==> src/rtl/core/srmq_pkg.sv <==
// Package for the sparse-table range-minimum engine.
// Holds the fixed field widths, word kinds, parameter defaults and the length-to-level helper.
// No dependencies.
package srmq_pkg;

    localparam int DEF_MAX_LENGTH  = 1024;
    localparam int DEF_LEVELS      = 11;
    localparam int DEF_VALUE_WIDTH = 16;

    localparam int KIND_W      = 2;
    localparam int POS_W       = 10;
    localparam int LEN_FIELD_W = 11;
    localparam int DATA_W      = 16;

    localparam logic [LEN_FIELD_W-1:0] USED_LENGTH_RESET = 11'd1024;

    typedef enum logic [KIND_W-1:0] {
        KIND_LOAD  = 2'd0,
        KIND_BUILD = 2'd1,
        KIND_QUERY = 2'd2
    } kind_t;

    typedef enum logic {
        REG_USED_LENGTH = 1'b0
    } reg_index_t;

    // Position of the leading one of a range length.
    function automatic logic [3:0] floor_log2(input logic [LEN_FIELD_W-1:0] x);
        logic [3:0] r;
        r = '0;
        for (int k = 1; k < LEN_FIELD_W; k++)
        begin
            if (x[k])
            begin
                r = 4'(k);
            end
        end
        return r;
    endfunction

endpackage

==> src/rtl/core/srmq_engine.sv <==
// Sequencer of the range-minimum engine: loads, the level-by-level build sweep,
// queries and the result register. Drives the ports of srmq_table.
// Depends on srmq_pkg.
module srmq_engine #(
    parameter int MAX_LENGTH  = srmq_pkg::DEF_MAX_LENGTH,
    parameter int LEVELS      = srmq_pkg::DEF_LEVELS,
    parameter int VALUE_WIDTH = srmq_pkg::DEF_VALUE_WIDTH,
    parameter int LEN_W       = $clog2(MAX_LENGTH + 1),
    parameter int AW          = $clog2(LEVELS) + $clog2(MAX_LENGTH),
    parameter int DW          = VALUE_WIDTH + $clog2(MAX_LENGTH)
) (
    input  logic                                 clk,
    input  logic                                 rst_n,
    input  logic                                 in_valid,
    output logic                                 in_ready,
    input  logic [srmq_pkg::KIND_W-1:0]          in_kind,
    input  logic [srmq_pkg::POS_W-1:0]           in_left,
    input  logic [srmq_pkg::POS_W-1:0]           in_right,
    input  logic signed [srmq_pkg::DATA_W-1:0]   in_value,
    input  logic                                 cfg_write,
    input  logic [LEN_W-1:0]                     used_len,
    output logic                                 out_valid,
    input  logic                                 out_ready,
    output logic [srmq_pkg::DATA_W-1:0]          out_value,
    output logic [srmq_pkg::POS_W-1:0]           out_pos,
    output logic                                 out_err,
    output logic                                 wr_en,
    output logic [AW-1:0]                        wr_addr,
    output logic [DW-1:0]                        wr_data,
    output logic                                 rd_en,
    output logic [AW-1:0]                        rd_a_addr,
    output logic [AW-1:0]                        rd_b_addr,
    input  logic [DW-1:0]                        rd_a_data,
    input  logic [DW-1:0]                        rd_b_data
);

    import srmq_pkg::*;

    localparam int IDX_W  = $clog2(MAX_LENGTH);
    localparam int LVL_W  = $clog2(LEVELS);
    localparam int LVLC_W = $clog2(LEVELS + 1);
    localparam int EW0    = (LEN_W > LEN_FIELD_W) ? LEN_W : LEN_FIELD_W;
    localparam int EW     = (EW0 > LEVELS + 1) ? EW0 : LEVELS + 1;

    typedef enum logic [2:0] {
        S_IDLE,
        S_BLEVEL,
        S_BREAD,
        S_QADDR,
        S_QCMP
    } state_t;

    state_t                    state_reg, state_next;
    logic                      built_reg, built_next;
    logic [LVLC_W-1:0]         lvl_reg, lvl_next;
    logic [IDX_W-1:0]          idx_reg, idx_next;
    logic [IDX_W-1:0]          last_reg, last_next;
    logic                      wb_valid_reg, wb_valid_next;
    logic [AW-1:0]             wb_addr_reg, wb_addr_next;
    logic [POS_W-1:0]          left_reg, left_next;
    logic [POS_W-1:0]          right_reg, right_next;
    logic                      err_reg, err_next;
    logic                      out_valid_reg, out_valid_next;
    logic [DATA_W-1:0]         out_value_reg, out_value_next;
    logic [POS_W-1:0]          out_pos_reg, out_pos_next;
    logic                      out_err_reg, out_err_next;

    logic [EW-1:0]             n_ext;
    logic [EW-1:0]             span;
    logic [EW-1:0]             half;
    logic                      load_go;
    logic signed [VALUE_WIDTH-1:0] load_fit;

    logic signed [VALUE_WIDTH-1:0] a_val, b_val;
    logic [IDX_W-1:0]          a_pos, b_pos;
    logic [DW-1:0]             wb_data;

    logic [LEN_FIELD_W-1:0]    q_len;
    logic [3:0]                q_lvl_raw;
    logic [3:0]                q_lvl;
    logic [LEN_FIELD_W-1:0]    q_second;
    logic                      q_err;

    assign n_ext    = EW'(used_len);
    assign span     = EW'(1) << lvl_reg;
    assign half     = span >> 1;
    assign load_fit = VALUE_WIDTH'(in_value);
    assign in_ready = (state_reg == S_IDLE);
    assign load_go  = in_ready && in_valid && (in_kind == KIND_LOAD)
                      && (EW'(in_left) < EW'(MAX_LENGTH));

    assign a_val = rd_a_data[VALUE_WIDTH-1:0];
    assign b_val = rd_b_data[VALUE_WIDTH-1:0];
    assign a_pos = rd_a_data[DW-1:VALUE_WIDTH];
    assign b_pos = rd_b_data[DW-1:VALUE_WIDTH];

    // Build merge: on a tie the right half supplies the entry.
    assign wb_data = (a_val < b_val) ? rd_a_data : rd_b_data;

    assign wr_en   = load_go || wb_valid_reg;
    assign wr_addr = wb_valid_reg ? wb_addr_reg : {LVL_W'(0), IDX_W'(in_left)};
    assign wr_data = wb_valid_reg ? wb_data : {IDX_W'(in_left), load_fit};

    // Query address generation from the registered range.
    assign q_len     = LEN_FIELD_W'(right_reg) - LEN_FIELD_W'(left_reg) + LEN_FIELD_W'(1);
    assign q_lvl_raw = floor_log2(q_len);
    assign q_lvl     = (int'(q_lvl_raw) > LEVELS - 1) ? 4'(LEVELS - 1) : q_lvl_raw;
    assign q_second  = LEN_FIELD_W'(right_reg) + LEN_FIELD_W'(1)
                       - (LEN_FIELD_W'(1) << q_lvl);
    assign q_err     = !built_reg || (left_reg > right_reg) || (EW'(right_reg) >= n_ext);

    always_comb
    begin
        state_next     = state_reg;
        built_next     = built_reg;
        lvl_next       = lvl_reg;
        idx_next       = idx_reg;
        last_next      = last_reg;
        wb_valid_next  = 1'b0;
        wb_addr_next   = wb_addr_reg;
        left_next      = left_reg;
        right_next     = right_reg;
        err_next       = err_reg;
        out_valid_next = out_valid_reg;
        out_value_next = out_value_reg;
        out_pos_next   = out_pos_reg;
        out_err_next   = out_err_reg;
        rd_en          = 1'b0;
        rd_a_addr      = '0;
        rd_b_addr      = '0;

        if (out_valid_reg && out_ready)
        begin
            out_valid_next = 1'b0;
        end

        case (state_reg)
            S_IDLE:
            begin
                if (in_valid)
                begin
                    case (in_kind)
                        KIND_LOAD:
                        begin
                            if (load_go)
                            begin
                                built_next = 1'b0;
                            end
                        end
                        KIND_BUILD:
                        begin
                            lvl_next   = LVLC_W'(1);
                            state_next = S_BLEVEL;
                        end
                        KIND_QUERY:
                        begin
                            left_next  = in_left;
                            right_next = in_right;
                            state_next = S_QADDR;
                        end
                        default:
                        begin
                        end
                    endcase
                end
            end
            // Also the gap between levels, so the last entry of a
            // level is written before the next level reads it.
            S_BLEVEL:
            begin
                if ((lvl_reg < LVLC_W'(LEVELS)) && (span <= n_ext))
                begin
                    idx_next   = '0;
                    last_next  = IDX_W'(n_ext - span);
                    state_next = S_BREAD;
                end
                else
                begin
                    built_next = 1'b1;
                    state_next = S_IDLE;
                end
            end
            S_BREAD:
            begin
                rd_en         = 1'b1;
                rd_a_addr     = {LVL_W'(lvl_reg - LVLC_W'(1)), idx_reg};
                rd_b_addr     = {LVL_W'(lvl_reg - LVLC_W'(1)),
                                 IDX_W'(EW'(idx_reg) + half)};
                wb_valid_next = 1'b1;
                wb_addr_next  = {LVL_W'(lvl_reg), idx_reg};
                if (idx_reg == last_reg)
                begin
                    lvl_next   = lvl_reg + LVLC_W'(1);
                    state_next = S_BLEVEL;
                end
                else
                begin
                    idx_next = idx_reg + IDX_W'(1);
                end
            end
            S_QADDR:
            begin
                rd_en      = !q_err;
                rd_a_addr  = {LVL_W'(q_lvl), IDX_W'(left_reg)};
                rd_b_addr  = {LVL_W'(q_lvl), IDX_W'(q_second)};
                err_next   = q_err;
                state_next = S_QCMP;
            end
            S_QCMP:
            begin
                if (!out_valid_reg || out_ready)
                begin
                    out_valid_next = 1'b1;
                    out_err_next   = err_reg;
                    if (err_reg)
                    begin
                        out_value_next = '0;
                        out_pos_next   = '0;
                    end
                    else if (a_val <= b_val)
                    begin
                        out_value_next = DATA_W'(a_val);
                        out_pos_next   = POS_W'(a_pos);
                    end
                    else
                    begin
                        out_value_next = DATA_W'(b_val);
                        out_pos_next   = POS_W'(b_pos);
                    end
                    state_next = S_IDLE;
                end
            end
            default:
            begin
                state_next = S_IDLE;
            end
        endcase

        if (cfg_write)
        begin
            built_next = 1'b0;
        end
    end

    always_ff @(posedge clk or negedge rst_n)
    begin
        if (!rst_n)
        begin
            state_reg     <= S_IDLE;
            built_reg     <= 1'b0;
            lvl_reg       <= '0;
            idx_reg       <= '0;
            last_reg      <= '0;
            wb_valid_reg  <= 1'b0;
            wb_addr_reg   <= '0;
            left_reg      <= '0;
            right_reg     <= '0;
            err_reg       <= 1'b0;
            out_valid_reg <= 1'b0;
            out_value_reg <= '0;
            out_pos_reg   <= '0;
            out_err_reg   <= 1'b0;
        end
        else
        begin
            state_reg     <= state_next;
            built_reg     <= built_next;
            lvl_reg       <= lvl_next;
            idx_reg       <= idx_next;
            last_reg      <= last_next;
            wb_valid_reg  <= wb_valid_next;
            wb_addr_reg   <= wb_addr_next;
            left_reg      <= left_next;
            right_reg     <= right_next;
            err_reg       <= err_next;
            out_valid_reg <= out_valid_next;
            out_value_reg <= out_value_next;
            out_pos_reg   <= out_pos_next;
            out_err_reg   <= out_err_next;
        end
    end

    assign out_valid = out_valid_reg;
    assign out_value = out_value_reg;
    assign out_pos   = out_pos_reg;
    assign out_err   = out_err_reg;

endmodule

==> config.mk <==
export PLATFORM = sky130hd
export DESIGN_NAME = srmq_engine
export DESIGN_NICKNAME = d
export VERILOG_FILES = /design/src/rtl/core/srmq_pkg.sv /design/src/rtl/core/srmq_engine.sv
export SDC_FILE = /design/constraint.sdc
export NUM_CORES = 1
export LEC_CHECK = 0
export ABC_AREA = 1
export BUFFER_PORTS_ARGS = -buffer_cell sky130_fd_sc_hd__buf_2
export CORE_ASPECT_RATIO = 1.5
export CORE_MARGIN = 2
export CORE_UTILIZATION = 40
export DETAILED_ROUTE_END_ITERATION = 8
export PLACE_DENSITY = 0.61
export SLEW_MARGIN = 5
export SYNTH_ARGS = -nofsm -noshare
export SYNTH_HDL_FRONTEND = slang
export SYNTH_SLANG_ARGS = --single-unit
==> constraint.sdc <==
create_clock -name clk -period 12.3 [get_ports clk]
set_input_delay 1.23 -clock clk [delete_from_list [all_inputs] [get_ports clk]]
set_output_delay 1.23 -clock clk [all_outputs]
set_load 0.02 [all_outputs]
==> run summary, run 1 <==
Status -> finished, final reports clean
Clock Sinks -> 92
Crit path max-delay family -> adder cells
Period minus WS final -> 5.99 ns
Die height -> 185 um
Reg2Reg Depth -> 16
Initial antenna violation count -> 0
Slowest stage cell, crit path -> fa_1
Final Cycle Share -> 48.7%
Critical path buffer and inverter count -> 9
Final Hold Fails -> 0
GPL Wtd Cong -> 0.955
Mapped Cells -> 1313
First-pass iteration count of the detailed router -> 5
Fraction of layout cells with a size suffix above 1 -> 16.7%
Seq/Total Area, Yosys -> 26.2%
Starting Density -> 40.6%
Setup_tns -> 0 ns
DR DRC count -> 0
Total GRT Usage -> 27.0%
# port buffers -> 204
Worst hold path class -> reg -> reg
Clk_lat worst skew -> 0.36 ns
Worst Path Required -> 11.07 ns
Startpoint types -> flip-flop
Hold depth -> 2
Largest net degree at the start of global routing -> 54
TritonCTS clock tree -> built
Slack of the worst reg-to-reg path -> 8.79 ns
Die Wd -> 125 um
Critical Path End Type -> output pin
CTS clock-pin slew for the worst setup and hold paths -> 0.07 ns
Synth warnings -> 0
Detail Route Antenna Nets -> 0
Unique cell type count in the Yosys netlist -> 42
Achievable Freq -> 167 MHz
Fillers -> 2257
Seq cells post-synth -> 92
Core area -> 21600 um^2
Area of the multi-input gates -> 5500 um^2
CP arrival -> 4.76 ns
Hold path start -> out_value[13]
I/O pin total -> 205
Cell Area, Synth -> 8780 um^2
RSZ-0062 raised after global routing -> no
Mean Syn Cell Area -> 6.68 um^2
Antenna cells -> 0
CP max FO -> 4
Syn nets -> 1532
Htree depth -> 3
CP most frequent cell -> inv_1
Wire length per cell -> 17.5 um
CTS buffer count -> 9
Via count -> 9289
Crit Path Category -> reg -> out
Postcts setup bufs -> 0
Worst R2R Start -> lvl_reg[0]
Power Density -> 256 nW/um^2
Vias in the first global route -> 9282
Final wirelength -> 31.0 mm
Max VDD drop -> 0.000167 V
First-pass GRT wire length -> 48.9 mm
Overall power -> 0.00262 W
Worst Hold Endpoint -> out_value[13]
Clk root buf -> clkbuf_16
Aggregate global routing overflow -> 0
Max Transition Viols Final -> 0
Slowest stage delay, CP -> 0.41 ns
Clock Path Buffers -> 2
Net count, final -> 1707
Core Rows -> 66
Post-placement cell area -> 9960 um^2
Max reg flops -> 16
Pleak -> 5.89 nW
Max-cap violations -> 0
Worst Skew -> 0.00795 ns
Post-DP HPWL -> 24.7 mm
Synth-to-Final Area Change -> 16.9%
Final hold slack -> 0.475 ns
Worst slew margin -> 50.2%
Hold_buf cts -> 0
Worst-Margin Slew -> 0.742 ns
Post-CTS Resized -> 0
Final setup viols -> 0
Design area -> 10300 um^2
FF-to-FF End -> idx_reg[2]
Seq. cell area -> 2300 um^2
Die ar. -> 23200 um^2
DRT iter0 DRCs -> 548
Via density -> 5.26
-- power breakdown --
| group | internal [W] | leakage, nW | switching, W |
|---|---|---|---|
| sequential | 0.000413 | 1.19 | 0.0000953 |
| clock | 0.000169 | 0.150 | 0.000122 |
| combinational | 0.000617 | 4.55 | 0.00121 |
-- through the flow --
stage	utilization (%)	setup slack (ns)	std cells
floorplan	-	6.94	1313
CTS	47.4	6.27	1765
global placement	46.0	6.73	1749
global route	47.4	5.74	1765
finish	47.4	6.31	1765
detailed placement	46.0	6.67	1749
-- worst max path at each step --
stage	depth (start not counted)	to	startpoint	slack, ns
2_1_floorplan	27	rd_b_addr[7]	right_reg[1]	6.94
5_1_grt	32	rd_b_addr[9]	right_reg[1]	5.74
3_3_place_gp	30	rd_b_addr[9]	right_reg[1]	6.73
4_1_cts	30	rd_b_addr[9]	right_reg[1]	6.27
3_5_place_dp	32	rd_b_addr[9]	right_reg[1]	6.67
6_report	30	rd_b_addr[9]	right_reg[1]	6.31
-- synthesized netlist by cell type (all sizes together) --
library cell | n | area share, %
o21ai | 97 | 5.6
o311ai | 1 | 0.10
dfrtp | 92 | 26
xnor2 | 10 | 1.0
o32ai | 2 | 0.20
o22ai | 6 | 0.43
nand3 | 110 | 6.6
ha | 109 | 16
a22o | 2 | 0.20
inv | 192 | 8.2
nand4 | 42 | 3.0
buf | 28 | 2.0
nor3 | 18 | 1.0
xor2 | 21 | 2.1
and2 | 3 | 0.21
o21bai | 2 | 0.17
or2 | 2 | 0.14
clkbuf | 21 | 0.90
nor2 | 67 | 3.0
a22oi | 1 | 0.086
fa | 4 | 0.91
o21a | 2 | 0.17
a31o | 1 | 0.10
nand3b | 5 | 0.43
a211oi | 5 | 0.43
a21o | 5 | 0.43
clkinv | 1 | 0.043
a21oi | 47 | 2.8
nand2 | 417 | 18
-- tightest hold or removal path: cells and delay by family (launching register included) --
family        cells  cell delay (ns)
flops             1             0.34
simple gates      2             0.10
-- cell families after synthesis --
| family | count (synthesis) | synth area share (%) |
|---|---|---|
| and+or+nand+nor | 664 | 32.4 |
| adders and majority gates | 113 | 16.5 |
| buffers and inverters | 242 | 11.1 |
| xor gates and xnor gates | 31 | 3.09 |
| AOI/OAI and AO/OA | 171 | 10.7 |
| DFF | 92 | 26.2 |
-- cell usage in the layout, fill, tap and decap left out, types with 2 or more instances in the layout --
cell type  instances
nor3_1            18
nand4_1           42
xor2_1            21
o21a_1             2
o21ai_2            2
nand3_2            3
o21bai_1           2
inv_1            190
a211oi_1           5
a22o_1             2
xnor2_1           10
buf_4             10
ha_1             109
nand2_2            4
nor2_2             6
fa_1               4
nand2_1          412
buf_2            203
o22ai_1            6
and2_1             3
nor2_1            61
dfrtp_1           92
a21oi_2            2
clkbuf_8           2
clkbuf_1           2
inv_2              2
a21oi_1           45
o21ai_1            2
o21ai_0           93
nand3_1          106
clkbuf_16          9
a21o_1             5
o32ai_1            2
nand3b_1           5
-- routing by layer --
layer | GRT usage (%) | part of all wire [%] | vias to the layer above
li1 | - | - | 4584
met1 | 31.0 | 40 | 4258
met2 | 49.0 | 49 | 374
met3 | 3.24 | 5.8 | 73
met4 | 14.5 | 5.1 | 0
met5 | 0 | 0 | -
-- area by class of cell --
| type | instances | area share, % |
|---|---|---|
| Clock buffer | 13 | 2.54 |
| Clock inverter | 3 | 0.427 |
| Inverter | 193 | 7.06 |
| Multi-Input combinational cell | 979 | 53.6 |
| Sequential cell | 92 | 22.4 |
| Tap cell | 272 | 3.32 |
| Timing Repair Buffer | 213 | 10.6 |
Note: power is estimated with default switching activity, not from simulation.
==> inputs of run 2 (changes only) <==
Settings changed: PLACE_DENSITY 0.61 to 0.64.
Clock period 12.3 ns to 4.9 ns, I/O delays scaled along.
==> run summary, run 2 (same netlist as run 1, synthesis figures left out) <==
Critical Path End Type -> output pin
Setup_tns -> 0 ns
Detail Route Antenna Nets -> 0
CP most frequent cell -> nand2_1
Clk root buf -> clkbuf_16
# port buffers -> 204
Die ar. -> 23200 um^2
Final setup viols -> 0
Via density -> 5.29
Largest net degree at the start of global routing -> 51
Total GRT Usage -> 26.4%
Initial antenna violation count -> 0
Fillers -> 2245
Slack of the worst reg-to-reg path -> 1.27 ns
Final hold slack -> 0.153 ns
Max VDD drop -> 0.000446 V
CP max FO -> 3
Starting Density -> 40.6%
Most frequent standard cell in the layout excluding fill and tap cells -> nand2_1
Aggregate global routing overflow -> 0
Worst hold path class -> in -> async
Via count -> 9455
Pre-CTS setup slack -> 0.0227 ns
Worst-Margin Slew -> 1.01 ns
DRT iter0 DRCs -> 520
Max-cap violations -> 0
Clock Sinks -> 92
Placed Cells -> 1757
Core area -> 21600 um^2
Htree depth -> 3
Seq. cell area -> 2300 um^2
Clock Path Buffers -> 2
CTS buffer count -> 9
Die height -> 185 um
Most frequent cells in the layout -> 402 x nand2_1, 199 x buf_2, 185 x inv_1, 102 x nand3_1, 92 x dfrtp_1
Clk_lat worst skew -> 0.36 ns
Overall power -> 0.00769 W
Reg2Reg Depth -> 16
GPL Wtd Cong -> 0.955
Final Cycle Share -> 99.2%
TritonCTS clock tree -> built
Max reg flops -> 16
Worst slew margin -> 32.6%
Synth-to-Final Area Change -> 23.1%
Die Wd -> 125 um
Top Usage Layer GRT -> met2
Slowest stage cell, crit path -> dfrtp_1
CP arrival -> 4.37 ns
Period minus WS final -> 4.86 ns
Max Transition Viols Final -> 0
I/O pin total -> 205
Slowest stage delay, CP -> 0.41 ns
Status -> finished, final reports clean
Net count, final -> 1730
First-pass iteration count of the detailed router -> 5
Power Density -> 712 nW/um^2
Final std cells w/o fill -> 1788
Worst Skew -> 0.0132 ns
GR Util met2 -> 48.9%
Vias in the first global route -> 9137
Core Rows -> 66
Pleak -> 6.03 nW
Fraction of layout cells with a size suffix above 1 -> 21.4%
DR DRC count -> 0
Antenna cells -> 0
Startpoint types -> flip-flop
First-pass GRT wire length -> 48.3 mm
CTS clock-pin slew for the worst setup and hold paths -> 0.08 ns
Final wirelength -> 31.5 mm
Final setup margin -> 0.0409 ns
Achievable Freq -> 206 MHz
Crit Path Category -> reg -> out
Met3 Track Usage GR -> 3.90%
Final Hold Fails -> 0
Wire length per cell -> 17.6 um
Met1 usage -> 30.2%
Post-DP HPWL -> 24.3 mm
Area of the multi-input gates -> 5830 um^2
Worst Path Required -> 4.41 ns
RSZ-0062 raised after global routing -> yes
==> run 2: cell types whose count changed in the layout (fill, tap and decap cells not counted), moves of 4 or more <==
cell | previous run | this run
buf_2 | 203 | 199
buf_4 | 10 | 35
ha_1 | 109 | 91
ha_2 | 0 | 4
ha_4 | 0 | 14
inv_1 | 190 | 185
inv_2 | 2 | 6
nand2_1 | 412 | 402
nand2_2 | 4 | 13
nand3_1 | 106 | 102
nand3_2 | 3 | 7
o21ai_0 | 93 | 88
o21ai_1 | 2 | 7
==> run 2: what timing repair did <==
item | CTS | global route
resized for setup | 20 | 51
setup endpoints to repair | 5 | 6
setup buffers | 8 | 7
hold buffers | 0 | 0
pin swaps | 7 | 25
==> run 2: routing by layer <==
metal  vias up  wire length [um]
met5         -                 0
met2       394             15900
met3        61              2080
met4         0              1230
met1      4364             12300
li1       4636                 -
==> run 2: final cells by class <==
type                       count  area share, %
clock buffer                   9           2.09
clock inverter                 7          0.892
inverter                     193           6.73
multi-input combinational    979           54.0
sequential                    92           21.3
tap                          272           3.15
timing repair buffer         236           11.9
==> run 2: report_power, final <==
group / internal [W] / total (W) / leakage [nW] / switching (W)
logic: 0.00217 / 0.00566 / 4.68 / 0.00349
clock network: 0.000450 / 0.000774 / 0.160 / 0.000324
registers: 0.00104 / 0.00125 / 1.19 / 0.000213
total: 0.00366 / 0.00769 / 6.03 / 0.00403
==> run 2: path summary, 6_finish.rpt <==
kind | to | start
worst min-delay path | out_value[9] | rst_n
worst max register to register | idx_reg[6] | lvl_reg[0]
min in group clk | built_reg | cfg_write
max in group asynchronous | right_reg[7] | rst_n
worst min register to register | out_pos[5] | out_pos[5]
worst max-delay path | rd_b_addr[9] | left_reg[1]
==> run 2: worst max-delay path, delay by kind of cell (launching register included) <==
family | cells | cell delay [ns]
compound gates | 1 | 0.20
fa+ha+maj | 6 | 1.67
buf+inv | 6 | 0.36
flops | 1 | 0.41
simple gates | 17 | 1.39
==> run 2: metrics by stage <==
stage,area [um^2],utilization (%)
after floorplan,8780,-
after global placement,10000,46.3
after detailed placement,10000,46.3
after CTS,10500,48.5
after global routing,10800,49.9
final,10800,49.9
==> inputs of run 3 (changes only) <==
Settings changed: RECOVER_POWER set to 50.
==> run summary, run 3 (same netlist as run 1, synthesis figures left out) <==
Status -> finished with violations
Failing checks -> capacitance limit, slew limit
Final Cycle Share -> 99.1%
Reg2Reg Depth -> 16
Max-cap violations -> 2
Crit Path Category -> reg -> out
Vias in the first global route -> 9137
RSZ-0062 raised after global routing -> yes
Total GRT Usage -> 26.4%
Synth-to-Final Area Change -> 22.6%
Max Transition Viols Final -> 80
Worst-Margin Slew -> 2.82 ns
Startpoint types -> flip-flop
Final wirelength -> 31.6 mm
Die height -> 185 um
Critical Path End Type -> output pin
Achievable Freq -> 206 MHz
Slack of the worst reg-to-reg path -> 1.28 ns
Initial antenna violation count -> 0
Clock Path Buffers -> 2
Clk_lat worst skew -> 0.36 ns
Hold_buf cts -> 0
Htree depth -> 3
GPL Wtd Cong -> 0.955
Clk root buf -> clkbuf_16
FF-to-FF End -> idx_reg[6]
Hold path start -> cfg_write
First-pass iteration count of the detailed router -> 5
Worst hold path class -> in -> reg
Slowest stage delay, CP -> 0.41 ns
CTS clock-pin slew for the worst setup and hold paths -> 0.06 ns
Worst Path Required -> 4.41 ns
Antenna cells -> 0
Period minus WS final -> 4.86 ns
Starting Density -> 40.6%
Hold depth -> 2
Core area -> 21600 um^2
Wire length per cell -> 17.6 um
Net count, final -> 1730
DRT iter0 DRCs -> 491
Largest net degree at the start of global routing -> 51
Die ar. -> 23200 um^2
TritonCTS clock tree -> built
Post-DP HPWL -> 24.3 mm
Via count -> 9472
# port buffers -> 204
Detail Route Antenna Nets -> 0
Final setup viols -> 0
Most frequent standard cell in the layout excluding fill and tap cells -> nand2_1
Worst R2R Start -> lvl_reg[0]
CTS buffer count -> 9
DR DRC count -> 0
Worst Hold Endpoint -> built_reg
Core Rows -> 66
Aggregate global routing overflow -> 0
Pleak -> 5.92 nW
Fraction of layout cells with a size suffix above 1 -> 19.4%
Clock Sinks -> 92
I/O pin total -> 205
Worst Skew -> 0.0138 ns
Fillers -> 2264
CP max FO -> 3
Max VDD drop -> 0.000444 V
Final hold slack -> 0.281 ns
Worst setup path start -> left_reg[1]
Max reg flops -> 16
Most frequent cells in the layout -> 402 x nand2_1, 185 x inv_1, 171 x buf_2, 102 x nand3_1, 92 x dfrtp_1
Via density -> 5.30
Final Hold Fails -> 0
First-pass GRT wire length -> 48.3 mm
CP most frequent cell -> nand2_1
Power Density -> 712 nW/um^2
Final core utilization -> 49.7%
Slowest stage cell, crit path -> dfrtp_1
CP arrival -> 4.37 ns
Die Wd -> 125 um
Worst slew margin -> -88.2%
-- run 3: changes by cell type in the layout (fill, tap and decap cells not counted), sizes merged --
cell and change:
buf -31, clkbuf +31
-- run 3: worst max-delay path: cells and delay by family (launching register included) --
kind                     cells  cell delay (ns)
AO/OA/AOI/OAI                1             0.20
adder cells (fa/ha/maj)      6             1.68
buffers and inverters        6             0.36
flip-flops                   1             0.41
AND/OR/NAND/NOR             17             1.38
-- run 3: final cells by class --
cell class	instances	area (um^2)	share of cell area [%]
Sequential cell	92	2300	21.4
Tap cell	272	340	3.16
Clock inverter	7	96.3	0.896
Inverter	193	727	6.76
Multi-Input combinational cell	979	5830	54.2
Timing Repair Buffer	236	1240	11.5
Clock buffer	9	225	2.09
-- run 3: how the worst max path moves through the flow --
stage / to / cells past startpoint
finish: rd_b_addr[9] / 30
global placement: rd_b_addr[9] / 31
floorplan: rd_b_addr[7] / 27
global route: rd_b_addr[9] / 29
CTS: rd_b_addr[9] / 29
detailed placement: rd_b_addr[9] / 31
-- run 3: stage by stage --
step           total power [W]  TNS [ns]  std cells  setup slack, ns  cell area (um^2)
4_1_cts                0.00693         0       1781          0.00910             10500
2_1_floorplan          0.00457         0       1313            0.276              8780
6_report               0.00766         0       1788           0.0426             10800
3_3_place_gp           0.00586         0       1757           0.0930             10000
5_1_grt                0.00834    -0.538       1788           -0.212             10800
3_5_place_dp           0.00589         0       1757           0.0227             10000
-- run 3: power by group --
group / switching (W) / internal, W / total (W)
Sequential: 0.000216 / 0.00104 / 0.00125
Clock: 0.000324 / 0.000450 / 0.000774
Combinational: 0.00349 / 0.00214 / 0.00563
Total: 0.00403 / 0.00363 / 0.00766
-- run 3: what timing repair did --
item,4_1_cts,5_1_grt
pin swaps,7,25
gates resized for setup,20,51
setup buffers,8,7
endpoints found under the setup margin,5,6
-- run 3: layer usage --
layer  up-vias  GRT usage, %  part of all wire, %
met2       396          48.9                   50
li1       4639             -                    -
met3        69          3.90                  6.0
met4         0          11.6                  4.1
met1      4368          30.2                   40
met5         -             0                    0
